--- src/hdl/encoder_position_pd_controller_macros.svh ---
// ----------------------------------------------------------------------------
// Assertion macros for the encoder position PD controller
// Shorthand for clocked implication checks, disabled while in reset.
// ----------------------------------------------------------------------------
`ifndef ENCODER_POSITION_PD_CONTROLLER_MACROS_SVH
`define ENCODER_POSITION_PD_CONTROLLER_MACROS_SVH

// same-cycle implication
`define ECPD_ASSERT_IMP(label, ante, cons, msg) \
  label: assert property (@(posedge clk) disable iff (!rst_n) (ante) |-> (cons)) \
    else $error(msg);

// next-cycle implication
`define ECPD_ASSERT_NXT(label, ante, cons, msg) \
  label: assert property (@(posedge clk) disable iff (!rst_n) (ante) |=> (cons)) \
    else $error(msg);

`endif

--- src/hdl/ecpd_pkg.sv ---
// ----------------------------------------------------------------------------
// ecpd_pkg
// Types, widths and constants shared by the PD position controller files.
// ----------------------------------------------------------------------------
package ecpd_pkg;

  localparam int FIELD_W    = 16;
  localparam int LIMIT_W    = 15;
  localparam int GAIN_W     = 16;
  localparam int POS_W      = 32;
  localparam int ERR_W      = 33;
  localparam int FRAC_W     = 16;
  localparam int OUT_FRAC_W = 24;
  localparam int SUM_W      = 52;
  localparam int PROD_W     = ERR_W + GAIN_W + 1;
  localparam int ROUND_W    = 18;
  localparam int DIVIDEND_W = FIELD_W + ROUND_W;
  localparam int CFG_IDX_W  = 3;

  // setpoint step = round(|speed| * 2^18 / 75)
  localparam int STEP_DIVISOR = 75;
  localparam logic [ROUND_W-1:0] STEP_ROUND = ROUND_W'(37);

  localparam logic [GAIN_W-1:0]  POSITION_GAIN_RST = 16'd2048;
  localparam logic [GAIN_W-1:0]  DAMPING_GAIN_RST  = 16'd5120;
  localparam logic [GAIN_W-1:0]  VELOCITY_GAIN_RST = 16'd2560;
  localparam logic [LIMIT_W-1:0] DRIVE_LIMIT_RST   = 15'd1500;
  localparam logic [FIELD_W-1:0] ERROR_WINDOW_RST  = 16'd300;

  localparam logic OP_INIT   = 1'b0;
  localparam logic OP_UPDATE = 1'b1;

  typedef enum logic [CFG_IDX_W-1:0] {
    REG_POSITION_GAIN = 3'd0,
    REG_DAMPING_GAIN  = 3'd1,
    REG_VELOCITY_GAIN = 3'd2,
    REG_DRIVE_LIMIT   = 3'd3,
    REG_ERROR_WINDOW  = 3'd4
  } cfg_reg_t;

  typedef struct packed {
    logic                      operation;
    logic [FIELD_W-1:0]        measured_count;
    logic signed [FIELD_W-1:0] speed_command;
    logic signed [FIELD_W-1:0] damping_term;
  } in_item_t;

  typedef struct packed {
    logic signed [FIELD_W-1:0] drive;
    logic                      saturated;
  } out_item_t;

  typedef struct packed {
    logic busy;
    logic done;
  } unit_stat_t;

  typedef enum logic [3:0] {
    ST_IDLE,
    ST_CHECK,
    ST_DIV,
    ST_ERR,
    ST_MUL_P,
    ST_MUL_D,
    ST_MUL_V,
    ST_CLIP,
    ST_FIN,
    ST_OUT
  } ecpd_state_t;

endpackage

--- src/hdl/ecpd_div_const.sv ---
// ----------------------------------------------------------------------------
// ecpd_div_const
// Bit-serial restoring divider by a fixed divisor, one quotient bit a cycle.
// ----------------------------------------------------------------------------
module ecpd_div_const #(
  parameter int DW = ecpd_pkg::DIVIDEND_W,
  parameter int K  = ecpd_pkg::STEP_DIVISOR
) (
  input  logic                 clk,
  input  logic                 rst_n,
  input  logic                 start,
  input  logic [DW-1:0]        dividend,
  output ecpd_pkg::unit_stat_t stat,
  output logic [DW-1:0]        quotient
);

  localparam int RW = $clog2(K);
  localparam int CW = $clog2(DW);
  localparam logic [RW:0] KV = (RW+1)'(K);

  logic          busy_r, busy_nxt;
  logic          done_r, done_nxt;
  logic [CW-1:0] cnt_r, cnt_nxt;
  logic [RW-1:0] rem_r, rem_nxt;
  logic [DW-1:0] dq_r, dq_nxt;
  logic [RW:0]   trial, trial_sub;
  logic          ge;

  // dividend bits leave at the top while quotient bits enter at the bottom
  assign trial     = {rem_r, dq_r[DW-1]};
  assign trial_sub = trial - KV;
  assign ge        = trial >= KV;

  always_comb begin
    busy_nxt = busy_r;
    done_nxt = 1'b0;
    cnt_nxt  = cnt_r;
    rem_nxt  = rem_r;
    dq_nxt   = dq_r;
    if (start) begin
      busy_nxt = 1'b1;
      cnt_nxt  = '0;
      rem_nxt  = '0;
      dq_nxt   = dividend;
    end else if (busy_r) begin
      dq_nxt  = {dq_r[DW-2:0], ge};
      rem_nxt = ge ? trial_sub[RW-1:0] : trial[RW-1:0];
      cnt_nxt = cnt_r + CW'(1);
      if (cnt_r == CW'(DW-1)) begin
        busy_nxt = 1'b0;
        done_nxt = 1'b1;
      end
    end
  end

  always_ff @(posedge clk) begin
    if (!rst_n) begin
      busy_r <= 1'b0;
      done_r <= 1'b0;
      cnt_r  <= '0;
    end else begin
      busy_r <= busy_nxt;
      done_r <= done_nxt;
      cnt_r  <= cnt_nxt;
    end
    rem_r <= rem_nxt;
    dq_r  <= dq_nxt;
  end

  assign stat.busy = busy_r;
  assign stat.done = done_r;
  assign quotient  = dq_r;

endmodule

--- src/hdl/ecpd_mul_serial.sv ---
// ----------------------------------------------------------------------------
// ecpd_mul_serial
// Bit-serial signed by unsigned multiplier, one multiplier bit a cycle.
// ----------------------------------------------------------------------------
module ecpd_mul_serial #(
  parameter int AW = ecpd_pkg::ERR_W,
  parameter int BW = ecpd_pkg::GAIN_W
) (
  input  logic                    clk,
  input  logic                    rst_n,
  input  logic                    start,
  input  logic signed [AW-1:0]    a,
  input  logic [BW-1:0]           b,
  output ecpd_pkg::unit_stat_t    stat,
  output logic signed [AW+BW:0]   product
);

  localparam int CW = $clog2(BW);

  logic              busy_r, busy_nxt;
  logic              done_r, done_nxt;
  logic [CW-1:0]     cnt_r, cnt_nxt;
  logic [AW-1:0]     a_r, a_nxt;
  logic [AW:0]       hi_r, hi_nxt;
  logic [BW-1:0]     lo_r, lo_nxt;
  logic [AW:0]       addend, psum;

  // lo_r holds the unused multiplier bits; product bits shift in from the top
  assign addend = lo_r[0] ? {a_r[AW-1], a_r} : '0;
  assign psum   = hi_r + addend;

  always_comb begin
    busy_nxt = busy_r;
    done_nxt = 1'b0;
    cnt_nxt  = cnt_r;
    a_nxt    = a_r;
    hi_nxt   = hi_r;
    lo_nxt   = lo_r;
    if (start) begin
      busy_nxt = 1'b1;
      cnt_nxt  = '0;
      a_nxt    = a;
      hi_nxt   = '0;
      lo_nxt   = b;
    end else if (busy_r) begin
      hi_nxt  = {psum[AW], psum[AW:1]};
      lo_nxt  = {psum[0], lo_r[BW-1:1]};
      cnt_nxt = cnt_r + CW'(1);
      if (cnt_r == CW'(BW-1)) begin
        busy_nxt = 1'b0;
        done_nxt = 1'b1;
      end
    end
  end

  always_ff @(posedge clk) begin
    if (!rst_n) begin
      busy_r <= 1'b0;
      done_r <= 1'b0;
      cnt_r  <= '0;
    end else begin
      busy_r <= busy_nxt;
      done_r <= done_nxt;
      cnt_r  <= cnt_nxt;
    end
    a_r  <= a_nxt;
    hi_r <= hi_nxt;
    lo_r <= lo_nxt;
  end

  assign stat.busy = busy_r;
  assign stat.done = done_r;
  assign product   = {hi_r, lo_r};

endmodule

--- src/hdl/encoder_position_pd_controller.sv ---
// ----------------------------------------------------------------------------
// encoder_position_pd_controller
// PD position loop with speed feedforward on a 16.16 wrapping setpoint.
//
//   channel  dir  handshake                payload
//   in_      in   in_valid / in_ready      ecpd_pkg::in_item_t
//   out_     out  out_valid / out_ready    ecpd_pkg::out_item_t
//   cfg_     in   cfg_valid / cfg_ready    cfg_index, cfg_data
//
// One request at a time. An init request goes straight to the output register;
// an update runs a 34-step serial divide by 75 when the setpoint advances, then
// three passes (position, damping, speed) of one 16-step multiplier.
// A pending result sits in the output register; a new request is taken
// meanwhile and finishes only once that result has left.
// Reset is synchronous; cfg_ready is always high.
// ----------------------------------------------------------------------------
`include "encoder_position_pd_controller_macros.svh"

module encoder_position_pd_controller (
  input  logic                             clk,
  input  logic                             rst_n,
  input  logic                             in_valid,
  output logic                             in_ready,
  input  ecpd_pkg::in_item_t               in_data,
  output logic                             out_valid,
  input  logic                             out_ready,
  output ecpd_pkg::out_item_t              out_data,
  input  logic                             cfg_valid,
  output logic                             cfg_ready,
  input  logic [ecpd_pkg::CFG_IDX_W-1:0]   cfg_index,
  input  logic [ecpd_pkg::FIELD_W-1:0]     cfg_data
);

  localparam int FW  = ecpd_pkg::FIELD_W;
  localparam int LW  = ecpd_pkg::LIMIT_W;
  localparam int GW  = ecpd_pkg::GAIN_W;
  localparam int PW  = ecpd_pkg::POS_W;
  localparam int EW  = ecpd_pkg::ERR_W;
  localparam int FRW = ecpd_pkg::FRAC_W;
  localparam int OFW = ecpd_pkg::OUT_FRAC_W;
  localparam int SW  = ecpd_pkg::SUM_W;
  localparam int MW  = ecpd_pkg::PROD_W;
  localparam int DW  = ecpd_pkg::DIVIDEND_W;

  ecpd_pkg::ecpd_state_t state_r, state_nxt;

  logic [GW-1:0]          pgain_r, pgain_nxt;
  logic [GW-1:0]          dgain_r, dgain_nxt;
  logic [GW-1:0]          vgain_r, vgain_nxt;
  logic [LW-1:0]          lim_r, lim_nxt;
  logic [FW-1:0]          win_r, win_nxt;

  logic [PW-1:0]          setpoint_r, setpoint_nxt;
  logic signed [EW-1:0]   last_err_r, last_err_nxt;
  ecpd_pkg::in_item_t     item_r, item_nxt;
  logic signed [SW-1:0]   acc_r, acc_nxt;
  logic                   gt_r, gt_nxt;
  logic                   lt_r, lt_nxt;
  ecpd_pkg::out_item_t    res_r, res_nxt;
  logic                   out_valid_r, out_valid_nxt;
  ecpd_pkg::out_item_t    out_data_r, out_data_nxt;

  logic [EW-1:0]          err_mag;
  logic                   adv_ok;
  logic [FW-1:0]          spd_mag;
  logic [DW-1:0]          dividend, quot;
  logic [PW-1:0]          step, diff;
  logic signed [EW-1:0]   err_cur;
  logic signed [SW-1:0]   prod_ext, prod_shift, lim_scaled;
  logic [FW-1:0]          drive_trunc, lim16;

  logic                   div_start, mul_start;
  logic signed [EW-1:0]   mul_a;
  logic [GW-1:0]          mul_b;
  logic signed [MW-1:0]   prod;
  ecpd_pkg::unit_stat_t   div_stat, mul_stat;

  ecpd_div_const #(
    .DW (DW),
    .K  (ecpd_pkg::STEP_DIVISOR)
  ) u_div (
    .clk      (clk),
    .rst_n    (rst_n),
    .start    (div_start),
    .dividend (dividend),
    .stat     (div_stat),
    .quotient (quot)
  );

  ecpd_mul_serial #(
    .AW (EW),
    .BW (GW)
  ) u_mul (
    .clk     (clk),
    .rst_n   (rst_n),
    .start   (mul_start),
    .a       (mul_a),
    .b       (mul_b),
    .stat    (mul_stat),
    .product (prod)
  );

  // window test on the error left by the previous update
  assign err_mag = last_err_r[EW-1] ? EW'(-last_err_r) : last_err_r;
  assign adv_ok  = err_mag < {1'b0, win_r, {FRW{1'b0}}};

  // |speed| * 2^18 + 37, rounded step comes out of the divide
  assign spd_mag  = item_r.speed_command[FW-1] ? FW'(-item_r.speed_command)
                                               : item_r.speed_command;
  assign dividend = {spd_mag, ecpd_pkg::STEP_ROUND};
  assign step     = item_r.speed_command[FW-1] ? -quot[PW-1:0] : quot[PW-1:0];

  // wrapped error; exactly half range counts as positive
  assign diff    = setpoint_r - {item_r.measured_count, {FRW{1'b0}}};
  assign err_cur = (diff == {1'b1, {(PW-1){1'b0}}}) ? {1'b0, diff} : {diff[PW-1], diff};

  assign prod_ext   = {{(SW-MW){prod[MW-1]}}, prod};
  assign prod_shift = {prod[SW-FRW-1:0], {FRW{1'b0}}};
  assign lim_scaled = {{(SW-LW-OFW){1'b0}}, lim_r, {OFW{1'b0}}};
  assign lim16      = {1'b0, lim_r};

  // truncate toward zero: floor plus one for negative sums with a fraction
  assign drive_trunc = acc_r[OFW+FW-1:OFW]
                     + {{(FW-1){1'b0}}, acc_r[SW-1] & (|acc_r[OFW-1:0])};

  always_comb begin
    state_nxt     = state_r;
    pgain_nxt     = pgain_r;
    dgain_nxt     = dgain_r;
    vgain_nxt     = vgain_r;
    lim_nxt       = lim_r;
    win_nxt       = win_r;
    setpoint_nxt  = setpoint_r;
    last_err_nxt  = last_err_r;
    item_nxt      = item_r;
    acc_nxt       = acc_r;
    gt_nxt        = gt_r;
    lt_nxt        = lt_r;
    res_nxt       = res_r;
    out_valid_nxt = out_valid_r && !out_ready;
    out_data_nxt  = out_data_r;
    div_start     = 1'b0;
    mul_start     = 1'b0;
    mul_a         = '0;
    mul_b         = '0;
    in_ready      = 1'b0;

    if (cfg_valid) begin
      case (cfg_index)
        ecpd_pkg::REG_POSITION_GAIN: pgain_nxt = cfg_data;
        ecpd_pkg::REG_DAMPING_GAIN:  dgain_nxt = cfg_data;
        ecpd_pkg::REG_VELOCITY_GAIN: vgain_nxt = cfg_data;
        ecpd_pkg::REG_DRIVE_LIMIT:   lim_nxt   = cfg_data[LW-1:0];
        ecpd_pkg::REG_ERROR_WINDOW:  win_nxt   = cfg_data;
        default: ;
      endcase
    end

    case (state_r)
      ecpd_pkg::ST_IDLE: begin
        in_ready = 1'b1;
        if (in_valid) begin
          item_nxt = in_data;
          if (in_data.operation == ecpd_pkg::OP_INIT) begin
            setpoint_nxt = {in_data.measured_count, {FRW{1'b0}}};
            last_err_nxt = '0;
            res_nxt      = '0;
            state_nxt    = ecpd_pkg::ST_OUT;
          end else begin
            state_nxt = ecpd_pkg::ST_CHECK;
          end
        end
      end
      ecpd_pkg::ST_CHECK: begin
        if (adv_ok) begin
          div_start = 1'b1;
          state_nxt = ecpd_pkg::ST_DIV;
        end else begin
          state_nxt = ecpd_pkg::ST_ERR;
        end
      end
      ecpd_pkg::ST_DIV: begin
        if (div_stat.done) begin
          setpoint_nxt = setpoint_r + step;
          state_nxt    = ecpd_pkg::ST_ERR;
        end
      end
      ecpd_pkg::ST_ERR: begin
        last_err_nxt = err_cur;
        mul_start    = 1'b1;
        mul_a        = err_cur;
        mul_b        = pgain_r;
        state_nxt    = ecpd_pkg::ST_MUL_P;
      end
      ecpd_pkg::ST_MUL_P: begin
        if (mul_stat.done) begin
          acc_nxt   = prod_ext;
          mul_start = 1'b1;
          mul_a     = {{(EW-FW){item_r.damping_term[FW-1]}}, item_r.damping_term};
          mul_b     = dgain_r;
          state_nxt = ecpd_pkg::ST_MUL_D;
        end
      end
      ecpd_pkg::ST_MUL_D: begin
        if (mul_stat.done) begin
          acc_nxt   = acc_r + prod_shift;
          mul_start = 1'b1;
          mul_a     = {{(EW-FW){item_r.speed_command[FW-1]}}, item_r.speed_command};
          mul_b     = vgain_r;
          state_nxt = ecpd_pkg::ST_MUL_V;
        end
      end
      ecpd_pkg::ST_MUL_V: begin
        if (mul_stat.done) begin
          acc_nxt   = acc_r + prod_shift;
          state_nxt = ecpd_pkg::ST_CLIP;
        end
      end
      ecpd_pkg::ST_CLIP: begin
        gt_nxt    = acc_r > lim_scaled;
        lt_nxt    = acc_r < -lim_scaled;
        state_nxt = ecpd_pkg::ST_FIN;
      end
      ecpd_pkg::ST_FIN: begin
        res_nxt.drive     = gt_r ? lim16 : (lt_r ? -lim16 : drive_trunc);
        res_nxt.saturated = gt_r | lt_r;
        state_nxt         = ecpd_pkg::ST_OUT;
      end
      ecpd_pkg::ST_OUT: begin
        if (!out_valid_r || out_ready) begin
          out_valid_nxt = 1'b1;
          out_data_nxt  = res_r;
          state_nxt     = ecpd_pkg::ST_IDLE;
        end
      end
      default: begin
        state_nxt = ecpd_pkg::ST_IDLE;
      end
    endcase
  end

  always_ff @(posedge clk) begin
    if (!rst_n) begin
      state_r     <= ecpd_pkg::ST_IDLE;
      pgain_r     <= ecpd_pkg::POSITION_GAIN_RST;
      dgain_r     <= ecpd_pkg::DAMPING_GAIN_RST;
      vgain_r     <= ecpd_pkg::VELOCITY_GAIN_RST;
      lim_r       <= ecpd_pkg::DRIVE_LIMIT_RST;
      win_r       <= ecpd_pkg::ERROR_WINDOW_RST;
      setpoint_r  <= '0;
      last_err_r  <= '0;
      out_valid_r <= 1'b0;
    end else begin
      state_r     <= state_nxt;
      pgain_r     <= pgain_nxt;
      dgain_r     <= dgain_nxt;
      vgain_r     <= vgain_nxt;
      lim_r       <= lim_nxt;
      win_r       <= win_nxt;
      setpoint_r  <= setpoint_nxt;
      last_err_r  <= last_err_nxt;
      out_valid_r <= out_valid_nxt;
    end
    item_r     <= item_nxt;
    acc_r      <= acc_nxt;
    gt_r       <= gt_nxt;
    lt_r       <= lt_nxt;
    res_r      <= res_nxt;
    out_data_r <= out_data_nxt;
  end

  assign cfg_ready = 1'b1;
  assign out_valid = out_valid_r;
  assign out_data  = out_data_r;

  `ECPD_ASSERT_IMP(a_ready_units_idle, in_ready, (!mul_stat.busy && !div_stat.busy), "request taken while a serial unit is busy")
  `ECPD_ASSERT_IMP(a_one_unit_busy, div_stat.busy, !mul_stat.busy, "divider and multiplier busy together")
  `ECPD_ASSERT_NXT(a_init_load, (in_valid && in_ready && (in_data.operation == ecpd_pkg::OP_INIT)), (setpoint_r == {$past(in_data.measured_count), {FRW{1'b0}}}), "init did not load the setpoint")
  `ECPD_ASSERT_IMP(a_sat_at_limit, (out_valid && out_data.saturated), ((out_data.drive == lim16) || (out_data.drive == -lim16)), "saturated drive not at the limit")

endmodule

--- config.mk ---
export PLATFORM = sky130hd
export DESIGN_NAME = encoder_position_pd_controller
export DESIGN_NICKNAME = d
export VERILOG_FILES = /design/src/hdl/ecpd_pkg.sv /design/src/hdl/ecpd_div_const.sv /design/src/hdl/ecpd_mul_serial.sv /design/src/hdl/encoder_position_pd_controller.sv
export VERILOG_INCLUDE_DIRS = /design/src /design/src/hdl
export SDC_FILE = /design/constraint.sdc
export NUM_CORES = 1
export LEC_CHECK = 0
export BUFFER_PORTS_ARGS = -buffer_cell sky130_fd_sc_hd__buf_4
export CAP_MARGIN = 5
export CORE_ASPECT_RATIO = 0.75
export CORE_MARGIN = 2
export CORE_UTILIZATION = 57
export DETAILED_ROUTE_END_ITERATION = 10
export PLACE_DENSITY = 0.77
export SLEW_MARGIN = 30
export SYNTH_ARGS = -nofsm -noshare
export SYNTH_HDL_FRONTEND = slang
export SYNTH_HIERARCHICAL = 1
export SYNTH_SLANG_ARGS = --single-unit
--- constraint.sdc ---
create_clock -name clk -period 5.6 [get_ports clk]
set_input_delay 0.56 -clock clk [delete_from_list [all_inputs] [get_ports clk]]
set_output_delay 0.56 -clock clk [all_outputs]
set_load 0.03 [all_outputs]
== Yosys cells after proc, flatten, opt, wreduce, memory -nomap -nowiden ==
Index checks and enable logic that the tools add are counted.
Cells by class
  bitwise logic cells: 5
  add/sub/neg operators: 13
  $lt $le $gt $ge: 4
  eq/ne operators: 24
  mux-type cells: 55
  reduce and logical (&&, ||, !) cells: 31
Operator list (number)
  $mux 33: 6
  $mux 32: 4
  $mux 16: 7
  $mux 52: 2
  $pmux 52 s2: 1
  $mux 34: 3
  $pmux 33 s3: 1
  $pmux 33 s2: 1
  $pmux 32 s2: 1
  $add 52x52->52: 1
  $gt 52x40->1: 1
  $lt 52x52->1: 1
  $neg 39->52: 1
  $pmux 16 s3: 1
  $pmux 4 s10: 1
  $add 34x34->34: 1
  $mux 17: 2
  $pmux 17 s2: 1
  $lt 33x32->1: 1
  $neg 33->33: 1
  $add 32x32->32: 1
  $eq 32x32->1 const B: 1
  $neg 32->32: 1
  $sub 32x32->32: 1
  37 further kinds: 90
Word-level totals
  bits of input ports: 73
  output and inout port bits: 20
  word-level logic and storage cells: 163
  register bits after elaboration: 422

== Depth between registers and ports, before layout ==
  word-level depth: 6
  gate-level depth with buffers: 20
  gate-level depth less buffers: 19

== Modules after synthesis ==
Netlist, hierarchy kept.
Modules (own cells, without submodules)
  encoder_position_pd_controller: sequential area each 7066.8 um^2, cells each 2126, area an instance 18495.2 um^2, times used 1
  ecpd_mul_serial: sequential area each 2252.2 um^2, cells each 495, area an instance 5058.6 um^2, times used 1
  ecpd_div_const: sequential area each 1321.3 um^2, cells each 179, area an instance 2323.5 um^2, times used 1

== Least setup slack after synthesis ==
No wires, ideal clock.
  path type: register to register
  start: register last_err_r[8]
  end: register u_div.dq_r[0] (netlist: u_div/quotient[0]) (enable)
  data required time: 5.224 ns
  clock period less this slack: 5.213 ns
  setup slack: 0.387 ns
  library setup time: 0.376 ns
  arrival: 4.838 ns
  path buffers: 2
  stages on the path, launching flop included: 20
  path through: dfxtp_1 nor4_1 nand4_1 or3_4 or4_4 or3_1 or2_4 nand2b_4 or2_4 o21ai_1 xnor2_1 ha_1 a21oi_1 nand2_1 o211ai_1 o311ai_2 nor4_1 buf_2 clkbuf_1 or2_2
Between the ends
  word-level cells in the longest chain between the ends: 5
RTL lines
  from (decl): line encoder_position_pd_controller.sv:54  | logic signed [EW-1:0] last_err_r, last_err_nxt;
  from (signal assigned): line encoder_position_pd_controller.sv:261  | last_err_r <= last_err_nxt;
  $neg 33->33: line encoder_position_pd_controller.sv:104  | assign err_mag = last_err_r[EW-1] ? EW'(-last_err_r) : last_err_r;
  $mux 33 (*): line encoder_position_pd_controller.sv:104
  $lt 33x32->1 (*): line encoder_position_pd_controller.sv:105  | assign adv_ok = err_mag < {1'b0, win_r, {FRW{1'b0}}};
  $mux 1 (*): line encoder_position_pd_controller.sv:175  | if (adv_ok) begin
  $mux 1 (*): line encoder_position_pd_controller.sv:159  | case (state_r)
  named net div_start: line encoder_position_pd_controller.sv:72  | logic div_start, mul_start;
  to (signal assigned): line ecpd_div_const.sv:67  | dq_r <= dq_nxt;
  to (decl): line ecpd_div_const.sv:25  | logic [DW-1:0] dq_r, dq_nxt;
The timed path passes the listed nets; every way through them passes the cells marked *.
A chain may end at the register's enable or synchronous reset.

== Final worst setup path ==
  start: register last_err_r[11]
  end: register u_div.dq_r[19] (netlist: u_div/quotient[19]) (enable)
Between the ends
  word-level cells in the longest chain between the ends: 6
RTL lines (line)
  $neg 33->33: encoder_position_pd_controller.sv:104
  $mux 33 (*): encoder_position_pd_controller.sv:104
  $lt 33x32->1 (*): encoder_position_pd_controller.sv:105
  $mux 1 (*): encoder_position_pd_controller.sv:175
  $mux 1 (*): encoder_position_pd_controller.sv:159
  named net div_start: encoder_position_pd_controller.sv:72
  $reduce_bool 2->1 (no source line) (*)
Marked as above.

==> flow_summary.json <==
{
  "status": "finished clean",
  "synthCells": 2798,
  "die_area_mm2": 0.04711,
  "crit_path_start_kind": "register",
  "rsz0062_at_grt": "false",
  "dp_cells": 3375,
  "synth_area_mm2": 0.02586,
  "post_cts.repair.setup_buffers": 0,
  "fin_skew_ns": 0.01950,
  "core-area_mm2": 0.04477,
  "drive_above_1_share_pct": 10.30,
  "grt_pass1_wl_um": 113000,
  "critPathKind": "register to register",
  "layout_min_cycle_time_ns": 5.331,
  "ctsLongestPathBuffers": 3,
  "cts.sinks": 422,
  "antenna_cells": 0,
  "antenna_found_initial": 3,
  "clock.fmax_ghz": 0.1876,
  "routed_wl_um": 73690,
  "relSlewSlack_pct": 38.30,
  "dpl.hpwl_um": 54390,
  "clk_latency_ns": 0.60,
  "holdPathStages": 1,
  "max_stage_delay_ns": 0.44,
  "ant_nets": 0,
  "slew_viol_final": 0,
  "critPathMaxFanout": 48,
  "grt_use_total_pct": 30.46,
  "ir_drop_v": 0.0002405,
  "hp-class": "input pin to register",
  "num_io_pins": 93,
  "p_leak_uw": 0.01100,
  "dr.pass1.iters": 10,
  "die_w_um": 250.0,
  "cts.htree.levels": 2,
  "total_power_uw": 12680,
  "p_switching_uw": 4929,
  "whs_ns": 0.1412,
  "regToRegSetupSlack_ns": 0.27,
  "die_y_um": 188.5,
  "avgSynthCellArea_um2": 9.243,
  "cts_hold_buf": 0,
  "drt-vias-per-instance": 6.331,
  "drc": 0,
  "numPortBuffers": 91,
  "reg2reg_from": "last_err_r[11]$_SDFFE_PN0P_",
  "period_share_pct": 95.20,
  "wl_per_cell_um": 21.30,
  "tightest_slew_ns": 0.9255,
  "cts-buffers-inserted": 44,
  "arrival_ns": 5.62,
  "nets": 3096,
  "fin_util_pct": 63.77,
  "p_seq_share_pct": 37.3,
  "tns_ns": 0,
  "initial_core_util_pct": 57.77,
  "vias": 21900,
  "ctsResizeCount": 0,
  "reg2regPathDepth": 19,
  "crit_chain": "nor4_1, nand4_1, or3_4, or4_4, or3_1, or2_4, nand2b_4, or2_4, o21ai_1, xnor2_1, ha_1, a21oi_1, nand2_1, o211ai_1, o311ai_2, nor4_2, bufbuf_16, or2_2, buf_12",
  "hp-start": "in_data[15]",
  "grt_pass1_vias": 20390,
  "drtIter0Drc": 2721,
  "setup.worst_path.end_class": "register",
  "stdcell_count": 3460,
  "place_congestion": 0.9587,
  "hold-path-endpoint": "item_r[15]$_DFFE_PP_",
  "finalSetupViolations": 0,
  "grt_max_degree": 70,
  "power_frac_clock_pct": 23.7,
  "timing.max_cap.violations": 0,
  "slowest_stage": "or4_4",
  "cts_tree": "done",
  "ys_warn_count": 6,
  "finalHoldViolCount": 0,
  "path_common_cell": "or2_4",
  "cp.required_ns": 5.89,
  "globalRouteOverflowTotal": 0,
  "syn_to_final_growth_pct": 10.38,
  "root_buffer": "clkbuf_16",
  "r2r-end": "u_div/quotient[19]$_DFFE_PP_",
  "internal_power_uw": 7753,
  "power.density_mw_per_mm2": 444.3,
  "clk_pin_slew_ns": 0.06,
  "netSwitchingFraction_pct": 38.87,
  "power_frac_comb_pct": 39.0,
  "fp-row-count": 67
}
==> how the worst max path moves through the flow <==
stage | from | to | slack, ns | depth (start not counted)
after floorplan | last_err_r[8]$_SDFFE_PN0P_ | u_div/quotient[0]$_DFFE_PP_ | 0.39 | 19
after global placement | last_err_r[8]$_SDFFE_PN0P_ | u_div/quotient[16]$_DFFE_PP_ | 0.37 | 19
after detailed placement | last_err_r[3]$_SDFFE_PN0P_ | u_div/quotient[14]$_DFFE_PP_ | 0.28 | 19
after CTS | last_err_r[3]$_SDFFE_PN0P_ | u_div/quotient[19]$_DFFE_PP_ | 0.25 | 19
after global routing | last_err_r[3]$_SDFFE_PN0P_ | u_div/quotient[18]$_DFFE_PP_ | 0.05 | 19
final | last_err_r[11]$_SDFFE_PN0P_ | u_div/quotient[19]$_DFFE_PP_ | 0.27 | 19
==> power by group through the flow <==
stage / Combinational, µW / Clock [µW] / Sequential, µW
3_3_place_gp: 4680 / 0 / 4740
3_5_place_dp: 4800 / 0 / 4760
5_1_grt: 5400 / 3160 / 4780
2_1_floorplan: 3740 / 0 / 4420
4_1_cts: 4830 / 3030 / 4700
6_report: 4940 / 3000 / 4730
==> layout make-up <==
cell class | instances | area, µm²
Sequential cell | 422 | 10640
Clock inverter | 23 | 227.7
Multi-Input combinational cell | 2144 | 14360
Inverter | 107 | 401.6
Fill cell | 3645 | 16220
Clock buffer | 59 | 1227
Timing Repair Buffer | 119 | 954.7
Tap cell | 586 | 733.2
==> stage by stage <==
stage	setup WS, ns	cell area [µm²]
floorplan	0.3865	25930
global placement	0.3736	27000
detailed placement	0.2782	27010
CTS	0.2495	28470
global route	0.04968	28550
finish	0.2690	28550
==> cells in the final DEF (no fill, tap or decap), types with 9 or more instances in the layout <==
master       n
or2_2       12
xor2_1      54
and3_1      11
or3_1       15
mux2i_1     14
nor2_1     166
ha_1       181
mux2_2      51
o21bai_1    18
and2_1      59
edfxtp_1   219
buf_4      114
nand4_1     51
a22oi_1     44
o21ai_0    151
inv_1      105
o21a_1      25
or4_1       13
nand3_1     39
nor3_1      51
nor4_1      24
a31oi_1     21
a22o_1      13
clkbuf_16   44
nand2b_1    32
a222oi_1    15
a21boi_0    65
o31ai_1     22
o211ai_1    28
dfxtp_1    203
nand2_1    379
a211oi_1    31
xnor2_1    135
a21oi_1    172
a2111oi_0   15
a21o_1      42
conb_1      19
nor2b_1     42
o41ai_1      9
==> flip-flops by register name, indices dropped and copies added, names as in the netlist, 17 cells and up <==
signal          flops
acc_r              52
item_r             48
last_err_r         33
out_data           17
res_r              17
setpoint_r         32
u_div/quotient     34
u_mul/a_r          33
u_mul/hi_r         33
==> metal layers <==
| layer | wire length (µm) | vias up | track usage, % | part of all wire [%] |
|---|---|---|---|---|
| met3 | 8705 | 132 | 10.13 | 12 |
| met4 | 1918 | 4 | 8.729 | 2.6 |
| li1 | - | 10270 | - | - |
| met1 | 32230 | 10480 | 43.43 | 44 |
| met5 | 17 | - | 0 | 0.023 |
| met2 | 30820 | 1022 | 43.97 | 42 |
==> worst max-delay path: cells and delay by family (launching register included) <==
family          cells  cell delay [ns]
xor+xnor            1             0.15
flops               1             0.31
buf+inv             2             0.61
fa+ha+maj           1             0.27
compound gates      4             0.76
simple gates       11             2.85
Power figures use the tool's default switching activity.
